[src/rtl/mmrd_pkg.sv]
package mmrd_pkg;

	// width of the decimation factor register
	localparam int FACTOR_W = 13;

	// default build values
	localparam int MAX_FACTOR_DEF  = 4096;
	localparam int SAMPLE_BITS_DEF = 16;

	// reset value of the factor register
	localparam logic [FACTOR_W-1:0] FACTOR_RESET = FACTOR_W'(1);

endpackage

[src/rtl/mmrd_front.sv]
module mmrd_front import mmrd_pkg::*; #(
	parameter int MAX_FACTOR  = MAX_FACTOR_DEF,
	parameter int SAMPLE_BITS = SAMPLE_BITS_DEF,
	parameter int CNT_W       = $clog2(MAX_FACTOR + 1),
	parameter int SUM_W       = 2 * SAMPLE_BITS - 1 + $clog2(MAX_FACTOR),
	parameter int REC_W       = 2 * SAMPLE_BITS + SUM_W + CNT_W
) (
	input  logic                          clk,
	input  logic                          arst_n,
	input  logic                          cfg_wr_en,
	input  logic [FACTOR_W-1:0]           cfg_wr_data,
	input  logic                          in_valid,
	output logic                          in_ready,
	input  logic signed [SAMPLE_BITS-1:0] sample,
	input  logic                          q_full,
	output logic                          q_push,
	output logic [REC_W-1:0]              q_data
);

	localparam int SB    = SAMPLE_BITS;
	localparam int CMP_W = (CNT_W > FACTOR_W) ? CNT_W : FACTOR_W;

	localparam logic signed [SB-1:0] MIN_INIT = {1'b0, {(SB-1){1'b1}}};
	localparam logic signed [SB-1:0] MAX_INIT = {1'b1, {(SB-1){1'b0}}};

	logic [FACTOR_W-1:0]  factor_q;
	logic [CNT_W-1:0]     count_q;
	logic signed [SB-1:0] min_q;
	logic signed [SB-1:0] max_q;
	logic [SUM_W-1:0]     sum_q;

	logic [CMP_W-1:0]        fac_ext;
	logic [CMP_W-1:0]        fac_eff;
	logic [CMP_W-1:0]        cnt_next;
	logic signed [2*SB-1:0]  sq;
	logic signed [SB-1:0]    min_next;
	logic signed [SB-1:0]    max_next;
	logic [SUM_W-1:0]        sum_next;
	logic                    accept;
	logic                    close;

	assign in_ready = !q_full;
	assign accept   = in_valid && in_ready;

	always_comb begin
		fac_ext = CMP_W'(factor_q);
		if (fac_ext == '0) begin
			fac_eff = CMP_W'(1);
		end else if (fac_ext > CMP_W'(MAX_FACTOR)) begin
			fac_eff = CMP_W'(MAX_FACTOR);
		end else begin
			fac_eff = fac_ext;
		end
	end

	assign cnt_next = CMP_W'(count_q) + CMP_W'(1);
	assign close    = cnt_next >= fac_eff;

	assign sq       = sample * sample;
	assign min_next = (sample < min_q) ? sample : min_q;
	assign max_next = (sample > max_q) ? sample : max_q;
	// square is never negative, so its bits read as unsigned
	assign sum_next = sum_q + SUM_W'($unsigned(sq));

	assign q_push = accept && close;
	assign q_data = {min_next, max_next, sum_next, cnt_next[CNT_W-1:0]};

	always_ff @(posedge clk or negedge arst_n) begin
		if (!arst_n) begin
			factor_q <= FACTOR_RESET;
			count_q  <= '0;
			min_q    <= MIN_INIT;
			max_q    <= MAX_INIT;
			sum_q    <= '0;
		end else begin
			if (cfg_wr_en) begin
				factor_q <= cfg_wr_data;
			end
			if (accept) begin
				if (close) begin
					count_q <= '0;
					min_q   <= MIN_INIT;
					max_q   <= MAX_INIT;
					sum_q   <= '0;
				end else begin
					count_q <= cnt_next[CNT_W-1:0];
					min_q   <= min_next;
					max_q   <= max_next;
					sum_q   <= sum_next;
				end
			end
		end
	end

endmodule

[src/rtl/mmrd_queue.sv]
module mmrd_queue import mmrd_pkg::*; #(
	parameter int WIDTH = 8
) (
	input  logic             clk,
	input  logic             arst_n,
	input  logic             push,
	input  logic [WIDTH-1:0] wr_data,
	output logic             full,
	output logic             rd_valid,
	input  logic             pop,
	output logic [WIDTH-1:0] rd_data
);

	// two-entry queue between accumulation and the divide/root engine
	logic [WIDTH-1:0] entry_q [2];
	logic             wr_ptr_q;
	logic             rd_ptr_q;
	logic [1:0]       fill_q;

	assign full     = fill_q == 2'd2;
	assign rd_valid = fill_q != 2'd0;
	assign rd_data  = entry_q[rd_ptr_q];

	always_ff @(posedge clk) begin
		if (push) begin
			entry_q[wr_ptr_q] <= wr_data;
		end
	end

	always_ff @(posedge clk or negedge arst_n) begin
		if (!arst_n) begin
			wr_ptr_q <= 1'b0;
			rd_ptr_q <= 1'b0;
			fill_q   <= 2'd0;
		end else begin
			if (push) begin
				wr_ptr_q <= !wr_ptr_q;
			end
			if (pop) begin
				rd_ptr_q <= !rd_ptr_q;
			end
			if (push && !pop) begin
				fill_q <= fill_q + 2'd1;
			end else if (pop && !push) begin
				fill_q <= fill_q - 2'd1;
			end
		end
	end

endmodule

[src/rtl/mmrd_back.sv]
module mmrd_back import mmrd_pkg::*; #(
	parameter int MAX_FACTOR  = MAX_FACTOR_DEF,
	parameter int SAMPLE_BITS = SAMPLE_BITS_DEF,
	parameter int CNT_W       = $clog2(MAX_FACTOR + 1),
	parameter int SUM_W       = 2 * SAMPLE_BITS - 1 + $clog2(MAX_FACTOR),
	parameter int REC_W       = 2 * SAMPLE_BITS + SUM_W + CNT_W
) (
	input  logic                          clk,
	input  logic                          arst_n,
	input  logic                          q_valid,
	input  logic [REC_W-1:0]              q_data,
	output logic                          q_pop,
	output logic                          out_valid,
	input  logic                          out_ready,
	output logic signed [SAMPLE_BITS-1:0] min_value,
	output logic signed [SAMPLE_BITS-1:0] max_value,
	output logic [SAMPLE_BITS-1:0]        rms_value
);

	localparam int SB     = SAMPLE_BITS;
	localparam int RAD_W  = 2 * SB;
	localparam int RR_W   = SB + 2;
	localparam int STEP_W = $clog2(SUM_W);

	typedef enum logic [1:0] {
		ST_IDLE,
		ST_DIV,
		ST_SQRT,
		ST_HOLD
	} state_t;

	state_t               state_q;
	logic [STEP_W-1:0]    step_q;
	logic signed [SB-1:0] gmin_q;
	logic signed [SB-1:0] gmax_q;
	logic [SUM_W-1:0]     dvd_q;
	logic [CNT_W-1:0]     dvs_q;
	logic [CNT_W-1:0]     rem_q;
	logic [RAD_W-1:0]     rad_q;
	logic [RR_W-1:0]      rr_q;
	logic [SB-1:0]        root_q;
	logic                 out_valid_q;
	logic signed [SB-1:0] min_q;
	logic signed [SB-1:0] max_q;
	logic [SB-1:0]        rms_q;

	logic [CNT_W:0]   rem_sh;
	logic             qbit;
	logic [CNT_W-1:0] rem_nx;
	logic [RR_W+1:0]  rr_sh;
	logic [RR_W+1:0]  trial;
	logic             rbit;
	logic [RR_W+1:0]  rr_diff;
	logic             out_free;

	// restoring divide: one quotient bit per cycle
	assign rem_sh = {rem_q, dvd_q[SUM_W-1]};
	assign qbit   = rem_sh >= {1'b0, dvs_q};
	assign rem_nx = qbit ? CNT_W'(rem_sh - {1'b0, dvs_q}) : rem_sh[CNT_W-1:0];

	// digit-by-digit square root: two radicand bits per cycle
	assign rr_sh   = {rr_q, rad_q[RAD_W-1 -: 2]};
	assign trial   = (RR_W + 2)'({root_q, 2'b01});
	assign rbit    = rr_sh >= trial;
	assign rr_diff = rr_sh - trial;

	assign out_free = !out_valid_q || out_ready;
	assign q_pop    = (state_q == ST_IDLE) && q_valid;

	assign out_valid = out_valid_q;
	assign min_value = min_q;
	assign max_value = max_q;
	assign rms_value = rms_q;

	always_ff @(posedge clk) begin
		unique case (state_q)
			ST_IDLE: begin
				{gmin_q, gmax_q, dvd_q, dvs_q} <= q_data;
				rem_q <= '0;
			end
			ST_DIV: begin
				rem_q <= rem_nx;
				dvd_q <= {dvd_q[SUM_W-2:0], qbit};
				rr_q   <= '0;
				root_q <= '0;
				// quotient never exceeds the largest square, so RAD_W bits hold it
				if (step_q == STEP_W'(SUM_W - 1)) begin
					rad_q <= {dvd_q[RAD_W-2:0], qbit};
				end
			end
			ST_SQRT: begin
				rad_q  <= {rad_q[RAD_W-3:0], 2'b00};
				rr_q   <= rbit ? rr_diff[RR_W-1:0] : rr_sh[RR_W-1:0];
				root_q <= {root_q[SB-2:0], rbit};
			end
			ST_HOLD: begin
			end
			default: begin
			end
		endcase
		if (state_q == ST_HOLD && out_free) begin
			min_q <= gmin_q;
			max_q <= gmax_q;
			rms_q <= root_q;
		end
	end

	always_ff @(posedge clk or negedge arst_n) begin
		if (!arst_n) begin
			state_q     <= ST_IDLE;
			step_q      <= '0;
			out_valid_q <= 1'b0;
		end else begin
			if (state_q == ST_HOLD && out_free) begin
				out_valid_q <= 1'b1;
			end else if (out_valid_q && out_ready) begin
				out_valid_q <= 1'b0;
			end
			unique case (state_q)
				ST_IDLE: begin
					step_q <= '0;
					if (q_valid) begin
						state_q <= ST_DIV;
					end
				end
				ST_DIV: begin
					if (step_q == STEP_W'(SUM_W - 1)) begin
						step_q  <= '0;
						state_q <= ST_SQRT;
					end else begin
						step_q <= step_q + STEP_W'(1);
					end
				end
				ST_SQRT: begin
					if (step_q == STEP_W'(SB - 1)) begin
						step_q  <= '0;
						state_q <= ST_HOLD;
					end else begin
						step_q <= step_q + STEP_W'(1);
					end
				end
				ST_HOLD: begin
					if (out_free) begin
						state_q <= ST_IDLE;
					end
				end
				default: begin
					state_q <= ST_IDLE;
				end
			endcase
		end
	end

endmodule

[src/rtl/min_max_rms_decimator.sv]
// channel   signals                              transfer when
// --------  -----------------------------------  ---------------------------
// config    cfg_wr_en, cfg_wr_data               cfg_wr_en high
// input     in_valid, in_ready, sample           in_valid && in_ready
// output    out_valid, out_ready,                out_valid && out_ready
//           min_value, max_value, rms_value
//
// Samples are taken one per cycle while in_ready is high; a closed group goes
// into a two-entry queue. The back end takes one group at a time: first a
// one-bit-per-cycle divide by the sample count, then a two-bits-per-cycle root.
// in_ready drops only while the queue is full; the result register frees the
// engine as soon as out_ready takes the previous result. Reset clears all
// control state and sets the factor to 1.
module min_max_rms_decimator import mmrd_pkg::*; #(
	parameter int MAX_FACTOR  = MAX_FACTOR_DEF,
	parameter int SAMPLE_BITS = SAMPLE_BITS_DEF
) (
	input  logic                          clk,
	input  logic                          arst_n,
	input  logic                          cfg_wr_en,
	input  logic [FACTOR_W-1:0]           cfg_wr_data,
	input  logic                          in_valid,
	output logic                          in_ready,
	input  logic signed [SAMPLE_BITS-1:0] sample,
	output logic                          out_valid,
	input  logic                          out_ready,
	output logic signed [SAMPLE_BITS-1:0] min_value,
	output logic signed [SAMPLE_BITS-1:0] max_value,
	output logic [SAMPLE_BITS-1:0]        rms_value
);

	localparam int CNT_W = $clog2(MAX_FACTOR + 1);
	localparam int SUM_W = 2 * SAMPLE_BITS - 1 + $clog2(MAX_FACTOR);
	localparam int REC_W = 2 * SAMPLE_BITS + SUM_W + CNT_W;

	logic             q_full;
	logic             q_push;
	logic [REC_W-1:0] q_wr_data;
	logic             q_valid;
	logic             q_pop;
	logic [REC_W-1:0] q_rd_data;

	mmrd_front #(
		.MAX_FACTOR  (MAX_FACTOR),
		.SAMPLE_BITS (SAMPLE_BITS),
		.CNT_W       (CNT_W),
		.SUM_W       (SUM_W),
		.REC_W       (REC_W)
	) u_front (
		.clk         (clk),
		.arst_n      (arst_n),
		.cfg_wr_en   (cfg_wr_en),
		.cfg_wr_data (cfg_wr_data),
		.in_valid    (in_valid),
		.in_ready    (in_ready),
		.sample      (sample),
		.q_full      (q_full),
		.q_push      (q_push),
		.q_data      (q_wr_data)
	);

	mmrd_queue #(
		.WIDTH (REC_W)
	) u_queue (
		.clk      (clk),
		.arst_n   (arst_n),
		.push     (q_push),
		.wr_data  (q_wr_data),
		.full     (q_full),
		.rd_valid (q_valid),
		.pop      (q_pop),
		.rd_data  (q_rd_data)
	);

	mmrd_back #(
		.MAX_FACTOR  (MAX_FACTOR),
		.SAMPLE_BITS (SAMPLE_BITS),
		.CNT_W       (CNT_W),
		.SUM_W       (SUM_W),
		.REC_W       (REC_W)
	) u_back (
		.clk       (clk),
		.arst_n    (arst_n),
		.q_valid   (q_valid),
		.q_data    (q_rd_data),
		.q_pop     (q_pop),
		.out_valid (out_valid),
		.out_ready (out_ready),
		.min_value (min_value),
		.max_value (max_value),
		.rms_value (rms_value)
	);

endmodule
[config.mk]
export PLATFORM = sky130hd
export DESIGN_NAME = min_max_rms_decimator
export DESIGN_NICKNAME = d
export VERILOG_FILES = /design/src/rtl/mmrd_pkg.sv /design/src/rtl/mmrd_front.sv /design/src/rtl/mmrd_queue.sv /design/src/rtl/mmrd_back.sv /design/src/rtl/min_max_rms_decimator.sv
export SDC_FILE = /design/constraint.sdc
export NUM_CORES = 1
export LEC_CHECK = 0
export BUFFER_PORTS_ARGS = -buffer_cell sky130_fd_sc_hd__buf_2
export CORE_MARGIN = 8
export CORE_UTILIZATION = 60
export DETAILED_ROUTE_END_ITERATION = 16
export PLACE_DENSITY = 0.78
export SLEW_MARGIN = 20
export SYNTH_ARGS = -nofsm -noshare
export SYNTH_HDL_FRONTEND = slang
export SYNTH_SLANG_ARGS = --single-unit
[constraint.sdc]
create_clock -name clk -period 13.3 [get_ports clk]
set_clock_uncertainty 0.05 [all_clocks]
set_input_delay 2.66 -clock clk [delete_from_list [all_inputs] [get_ports clk]]
set_output_delay 2.66 -clock clk [all_outputs]
set_load 0.02 [all_outputs]
# Word level (Yosys, flattened, before mapping)
# Memory sizes are Yosys's and may differ from the RTL's.
# Index checks and enable logic that the tools add are counted.
# op_classes
n_addsub	7
mul	1
magnitude_cmp	6
eq_ne	10
mux	30
n_reduce_logical	24
# op_table
op	n
$pmux 43 s2	1
$mux 16	4
$pmux 32 s2	1
$mux 13	4
$add 43x32->43	1
$mux 43	1
$pmux 18 s2	1
$mul 16x16->32	1
$mux 32	1
$pmux 16 s2	1
$pmux 13 s2	1
$ge 20x18->1	1
$mux 18	1
$pmux 6 s3	1
$sub 18x18->18	1
$gt 16x16->1	1
$lt 16x16->1	1
$ge 14x13->1	1
$add 13x1->13 const B	1
$ge 13x13->1	1
$gt 13x13->1 const B	1
$logic_not 13->1	1
$sub 13x13->13	1
$mux 2	6
19 further kinds	43
# word_totals
regBits	329
ramBits	176
input_bits	34
out_inout_bits	50
wordCells	101
n_memories	1
# memory_table
name	depth	width	read_ports	rd_clocked_by_memory_dff	write_ports	line	rtl
u_queue.entry_q	2	88	1	0	1	mmrd_queue.sv:15	logic [WIDTH-1:0] entry_q [2];

# Depth between registers and ports, before layout
# Gate-level depths: netlist of run 1.
# logic_depth
word_depth	9
ltp_mapped	36
ltp_nobuf	33

# Cells and area by module
# Synthesis of run 1 repeated with hierarchy kept, for this count alone.
# unflattened
cells_unflattened	2805
area_unflattened_um2	33291.9
# modules_own_cells
module	instances	cells_each	area_per_inst_um2	seq_area_each_um2
mmrd_front	1	1835	16724.8	2548.7
mmrd_back	1	680	9995.8	6681.4
mmrd_queue	1	290	6571.3	5385.2

# Worst setup path after synthesis of run 1
# OpenSTA, ideal clock, no wires.
# synth_timing
path_type	input port to flip-flop
from	input port sample[12]
to	memory u_queue.entry_q[0][49] (netlist name), data pin
setup_time_ns	0.273
arrival_ns	10.409
t_required_ns	12.977
setup_slack_ns	2.567
path_stages	33
path_buffers	4
path_cell_list	clkbuf_1 > clkbuf_1 > nand2_1 > fa_1 > inv_1 > fa_1 > fa_1 > fa_1 > fa_1 > inv_1 > fa_1 > inv_1 > ha_1 > clkbuf_1 > a21o_1 > a21o_1 > a21oi_1 > nor2b_1 > a41oi_1 > a31oi_1 > a21boi_0 > xnor2_1 > ha_1 > a21oi_1 > o21ai_0 > inv_1 > a21boi_0 > a21oi_1 > or3_1 > and2_1 > clkbuf_1 > nor3_1 > xor2_1
# synth_between
elab_chain_cells	2
# synth_lines
element	line	rtl
start: declaration	min_max_rms_decimator.sv:24	input logic signed [SAMPLE_BITS-1:0] sample,
$mul 16x16->32	mmrd_front.sv:59	assign sq = sample * sample;
$add 43x32->43	mmrd_front.sv:63	assign sum_next = sum_q + SUM_W'($unsigned(sq));
net q_wr_data[49]	min_max_rms_decimator.sv:38	logic [REC_W-1:0] q_wr_data;
end: declaration	mmrd_queue.sv:15	
# The timed path passes the listed nets, and every way through them passes these cells.

# Final worst setup path of run 1
# layout_timing
from	input port sample[15]
to	register u_front.sum_q[40]
# layout_between
elab_chain_cells	3
# layout_lines
element	line	rtl
$mul 16x16->32	mmrd_front.sv:59	
$add 43x32->43	mmrd_front.sv:63	
$mux 43	mmrd_front.sv:80	if (close) begin
end signal: assignment	mmrd_front.sv:89	sum_q <= sum_next;
end: declaration	mmrd_front.sv:30	logic [SUM_W-1:0] sum_q;
# Every way passes these cells.
# A chain may end at the register's enable or synchronous reset.

==> results of run 1 <==
final timing paths:
path | start | slack (ns) | end | cells after the start
setup / recovery | sample[15] | 1.83 | u_front.sum_q[40] | 32
hold / removal | u_back.gmin_q[9] | 0.37 | u_back.min_value[9] | 0
setup reg to reg | u_front.count_q[0] | 8.46 | u_queue.entry_q[0][68] | 16
hold reg to reg | u_back.gmin_q[9] | 0.37 | u_back.min_value[9] | 0
max in group asynchronous | arst_n | 9.75 | u_front.max_q[12] | 2
min in group asynchronous | arst_n | 2.09 | u_queue.rd_ptr_q | 1
synthesized netlist by cell type (12+ instances only):
master	count
a211oi_1	16
a21o_1	37
a21oi_1	101
a22o_1	31
a31oi_1	14
and2_1	56
and3_1	12
clkbuf_1	94
dfrtp_1	97
dfstp_2	17
edfxtp_1	391
fa_1	239
ha_1	202
inv_1	424
mux2_2	99
mux2i_1	54
nand2_1	279
nand2b_1	20
nand3_1	48
nand4_1	18
nor2_1	135
nor2b_1	19
nor3_1	29
o211ai_1	13
o21a_1	20
o21ai_0	156
o22a_1	15
o31ai_1	15
xnor2_1	85
xor2_1	33
placed cells by master, fill, tap and decap left out, drive strengths merged, types with 85 or more instances in the layout:
master | netlist | routed
a21oi | 102 | 102
buf | 9 | 104
dfrtp | 97 | 97
edfxtp | 391 | 391
fa | 239 | 239
ha | 202 | 202
inv | 424 | 428
mux2 | 99 | 99
nand2 | 279 | 279
nor2 | 135 | 135
o21ai | 159 | 159
xnor2 | 85 | 85
state kept, by name, summed over array words and instances, names as in the netlist, 16 cells and up:
register	flops
u_back.rms_value	16
u_front.sum_q	43
u_back.max_value	16
u_back.root_q	16
u_front.max_q	16
u_back.gmax_q	16
u_back.min_value	16
u_back.rr_q	18
u_queue.entry_q	176
u_back.dvd_q	43
u_back.rad_q	32
u_front.min_q	16
u_back.gmin_q	16
metal layers:
layer,vias up,wire (um),global-route usage,share of wire
met5,-,0,0,0
met4,0,1760,0.0684,0.025
met3,124,3800,0.0351,0.055
met2,624,35500,0.391,0.51
met1,10700,28000,0.278,0.41
li1,9934,-,-,-
layout make-up:
cell class	instances	area (sq um)
Fill cell	3923	18300
Multi-Input combinational cell	1847	16100
Sequential cell	505	14600
Inverter	427	1600
Clock buffer	76	1480
Tap cell	696	871
Timing Repair Buffer	104	588
Clock inverter	22	234
Antenna cell	1	2.50
cell families (layout without fill, tap and decap cells):
logic type	after synthesis	count (layout)	share of synthesized area
compound gates	488	488	0.0965
xor+xnor	118	118	0.0316
fa+ha+maj	441	441	0.224
buf+inv	530	629	0.0612
flops	505	505	0.447
mux	153	153	0.0506
other cells	0	1	0
simple gates	647	647	0.0895
metrics by stage:
stage	hold slack, ns	cell area [sq um]	util	setup WS (ns)	std cells
final	0.369	35500	0.660	1.83	3678
after global routing	0.378	35500	0.660	1.28	3677
after global placement	0.353	33800	0.628	1.70	3578
after CTS	0.369	35500	0.660	1.92	3676
after floorplan	0.350	32700	-	2.57	2882
after detailed placement	0.355	33800	0.628	1.33	3578
==> summary.txt, run 1 <==
Status
  – Status: finished, final reports clean

Synthesis
  – Syn nets: roughly 3400
  – Post-synth ARST share: 0.226
  – Mean Syn Cell Area: 11.3 sq um
  – Syn Inst Count: between 2000 and 3000
  – #FFs+latches synth: 505
  – Synth warnings: 0
  – Mapped cell area: 32700 sq um
  – Synth area leaders: edfxtp_1 (36%), fa_1 (15%), ha_1 (7.7%), dfrtp_1 (7.4%), inv_1 (4.9%)
  – Post-synth top area share: 0.359
  – Dominant synthesized flop cell: edfxtp_1
  – Largest area contributor in the netlist: edfxtp_1
  – Post-synth cell types: 72
  – EDFF count, synth: 391
  – Seq/Total Area, Yosys: 0.447

Drt
  – Routed vias: roughly 21000
  – Total Routed Length: 69.0 mm
  – Vias per cell: approximately 5.8
  – First-pass detailed-route iteration total: 6
  – Drt drc: 0
  – Initial drt markers: 1290
  – Antenna viol nets, final: 0
  – WL per Instance: 18.8 um

Global route
  – Initial antenna violation count: 1
  – Total congestion overflow: 0
  – Largest net degree at the start of global routing: 90
  – Overall routing resource usage: 0.221
  – First-pass GRT wire length: 114 mm
  – Vias in the first global route: 22700

Timing
  – F_max: around 87 MHz
  – Setup violators final: 0
  – RSZ-0062 raised after global routing: false
  – Actual slew at the worst max-slew pin: 0.909 ns
  – Relative slew slack: 0.392
  – Setup_tns: 0 ns
  – Fin crit period: 11.47 ns
  – Slew Limit Fails: 0
  – Period utilization: 0.862
  – Final Hold Vio Count: 0

Setup path
  – Max incr delay on CP: 0.67 ns
  – CP max-delay cell: clkinv_1
  – CP startpoint kind: primary input
  – CP Capture Type: register
  – CP Data Required Time: ~14 ns
  – CP delay by family, top: adder cells
  – CP Data Arrival Time: 11.85 ns
  – CP max FO: 22
  – Most common cell on crit path: fa_1
  – Critical path type: in2reg
  – Worst Path Buf+Inv: 5

Placement
  – Final GP Congestion: 0.873
  – I/O Buffers: between 80 and 90
  – Final HPWL DP: 50.0 mm

Floorplanning
  – Die width: 249 um
  – Die area: 62200 sq um
  – IO Count: 84
  – Chip height: between 200 and 250 um
  – Starting density of the core: 0.608
  – Total core area: 53800 sq um
  – Rows: 85

Clocking
  – CTS clock-pin slew for the worst setup and hold paths: 0.06 ns
  – PostCTS Resize Cnt: 0
  – Buffer depth of the longest clock path: 3
  – H-tree levels: 2
  – CTS tree: built
  – Clock sink total: 505
  – CTS Hold Bufs: 0
  – Clk_lat worst skew: 0.61 ns
  – CTS Root Cell: clkbuf_16
  – # Post-CTS Setup Buffers: 0
  – TritonCTS Buffers: 52

Hold path
  – Type of the tightest min-delay check: reg2reg

Layout
  – Layout cells sized above 1: 0.110
  – Nets@finish: 3412
  – Synthesis-to-layout area growth: 8.67%

Job
  – Max-cap viol count: 0
Power of run 1 is left out: the tool's default activity adds up to more than one toggle a clock period on the data nets, which glitch-free logic cannot reach.
==> inputs of run 2 (changes only) <==
Clock period 13.3 ns to 11.4 ns, I/O delays scaled along.
==> run 2 against run 1 <==
Compared with the run above: via count barely moved; worst hold slack got worse by 0.0021 ns; highest routed layer is now met5; non-clock buffer count rose by 12; register-to-register slack got worse by 2.1 ns; core utilization rose by 0.46 points; sequential share of layout area fell by 0.29 points; worst setup slack got worse by 0.81 ns; cell count rose by 0.35%; critical path type unchanged; flip-flop and latch count did not move.
==> summary.txt, run 2 (synthesis results as in run 1) <==
Setup path
  – Max incr delay on CP: 0.57 ns (was 0.67 ns)
  – Crit path from: sample[7] (was sample[15])
  – Reg-to-reg startpoint: u_front.count_q[0] (unchanged)
  – Crit path depth: 30 (was 32)
  – CP max-delay cell: fa_1 (was clkinv_1)
  – CP Data Required Time: 11.77 ns (was 13.68 ns)
  – Reg-to-reg slack, setup: 6.39 ns (was 8.46 ns)
  – CP startpoint kind: primary input (unchanged)
  – Worst R2R End: u_queue.entry_q[1][67] (was u_queue.entry_q[0][68])
  – CP Data Arrival Time: 10.75 ns (was 11.85 ns)
  – Worst r2r path cells: 15 (was 16)
  – Most common cell on crit path: inv_1 (was fa_1)
  – CP delay by family, top: adder cells (unchanged)
  – Worst Path Buf+Inv: 8 (was 5)
  – CP Capture Type: register (unchanged)
  – Critical path type: in2reg (unchanged)
  – CP max FO: 19 (was 22)

Global route
  – Vias in the first global route: 22500 (was 22700)
  – Total congestion overflow: 0 (unchanged)
  – Met2 Usage GRT: 0.398 (was 0.391)
  – Largest net degree at the start of global routing: 90 (unchanged)
  – GRT busiest layer: met2 (unchanged)
  – GR Layer Usage met3: 0.0319 (was 0.0351)
  – Overall routing resource usage: 0.226 (was 0.221)
  – First-pass GRT wire length: 115 mm (was 114 mm)
  – Initial antenna violation count: 2 (was 1)
  – Met1 GRT Util: 0.291 (was 0.278)

Floorplanning
  – Chip height: 249 um (unchanged)
  – Die width: 249 um (unchanged)
  – Rows: 85 (unchanged)
  – Die area: 62200 sq um (unchanged)
  – Starting density of the core: 0.608 (unchanged)
  – Total core area: 53800 sq um (unchanged)
  – IO Count: 84 (unchanged)

Clocking
  – # Post-CTS Setup Buffers: 0 (unchanged)
  – PostCTS Resize Cnt: 0 (unchanged)
  – Buffer depth of the longest clock path: 3 (unchanged)
  – Clock sink total: 505 (unchanged)
  – CTS Root Cell: clkbuf_16 (unchanged)
  – Clk_lat worst skew: 0.60 ns (was 0.61 ns)
  – TritonCTS Buffers: 53 (was 52)
  – H-tree levels: 2 (unchanged)
  – CTS tree: built (unchanged)
  – CTS clock-pin slew for the worst setup and hold paths: 0.06 ns (about the same)
  – CTS Hold Bufs: 0 (unchanged)

Placement
  – Final HPWL DP: 51.4 mm (was 50.0 mm)
  – I/O Buffers: 83 (unchanged)
  – Final GP Congestion: 0.886 (was 0.873)
  – Placed Instance Area: 33900 sq um (was 33800 sq um)

Job
  – Max-cap viol count: 0 (unchanged)

Hold path
  – Type of the tightest min-delay check: reg2reg (unchanged)
  – Hold path cells: 0 (unchanged)
  – Min-delay src: u_back.gmin_q[13] (was u_back.gmin_q[9])
  – Worst hold endpoint: u_back.min_value[13] (was u_back.min_value[9])

Drt
  – WL per Instance: 19.0 um (was 18.8 um)
  – Vias per cell: 5.79 (was 5.81)
  – Initial drt markers: 1709 (was 1290)
  – Drt drc: 0 (unchanged)
  – Routed vias: 21400 (about the same)
  – First-pass detailed-route iteration total: 5 (was 6)
  – Antenna viol nets, final: 0 (unchanged)
  – Total Routed Length: 70.2 mm (was 69.0 mm)

Timing
  – Setup_tns: 0 ns (unchanged)
  – Slew Limit Fails: 0 (unchanged)
  – Final Hold Vio Count: 0 (unchanged)
  – RSZ-0062 raised after global routing: false (unchanged)
  – Setup violators final: 0 (unchanged)
  – Fin crit period: between 10 and 15 ns
  – Fin Hold WS: 0.366 ns (was 0.369 ns)
  – Relative slew slack: 0.342 (was 0.392)
  – F_max: approximately 96 MHz
  – Period utilization: 0.911
  – Actual slew at the worst max-slew pin: 0.987 ns (was 0.909 ns)

Layout
  – Final instance area: 35800 sq um (was 35500 sq um)
  – Synthesis-to-layout area growth: 9.44% (was 8.67%)
  – Nets@finish: 3425 (was 3412)
  – Commonest non-fill, non-tap cell in the layout: inv_1 (unchanged)
  – Top reg by flops: u_queue.entry_q (unchanged)
  – Max reg flops: 176 (unchanged)
  – Commonest cells after routing, fill and taps aside: inv_1 (424), edfxtp_1 (391), nand2_1 (278), fa_1 (239), ha_1 (200) (unchanged)
  – Layout cells sized above 1: 0.117 (was 0.110)
  – Largest registers: u_queue.entry_q (176), u_back.dvd_q (43), u_front.sum_q (43) (unchanged)

Status
  – Status: finished, final reports clean (unchanged)
[run 2: cell count changes in the layout (fill, tap and decap cells not counted), sizes merged]
cell	before	now
clkinvlp	2	6
buf	104	116
clkbuf	76	63
inv	428	427
bufinv	3	9
clkinv	16	21
[run 2: how the worst max path moves through the flow]
stage / end / slack (ns)
floorplan: u_queue.entry_q[0][49] / 1.05
global placement: u_queue.entry_q[0][49] / 0.69
detailed placement: u_front.sum_q[40] / 0.51
CTS: u_queue.entry_q[0][53] / 1.13
global route: u_front.sum_q[40] / 0.52
finish: u_queue.entry_q[0][49] / 1.02
[run 2: per-stage QoR]
step / std cells / setup slack [ns] / utilization
floorplan: 2882 / 1.05 / -
global placement: 3591 / 0.689 / 0.630
detailed placement: 3591 / 0.508 / 0.630
CTS: 3690 / 1.13 / 0.665
global route: 3690 / 0.519 / 0.665
finish: 3691 / 1.02 / 0.665
[run 2: layout make-up]
cell class / instances / area (sq um)
fillers: 3848 / 18000
multi-input cells: 1847 / 16100
flip-flops and latches: 505 / 14600
inverters: 427 / 1600
clock buffers: 63 / 1410
well taps: 696 / 871
repair buffers: 116 / 669
clock inverters: 36 / 465
diodes: 1 / 2.50
[run 2: routing by layer]
layer	up-vias	share of wire
li1	9981	-
met1	10700	0.42
met2	594	0.51
met3	106	0.050
met4	2	0.021
met5	-	0.00019
Power of run 2 is left out for the same reason.
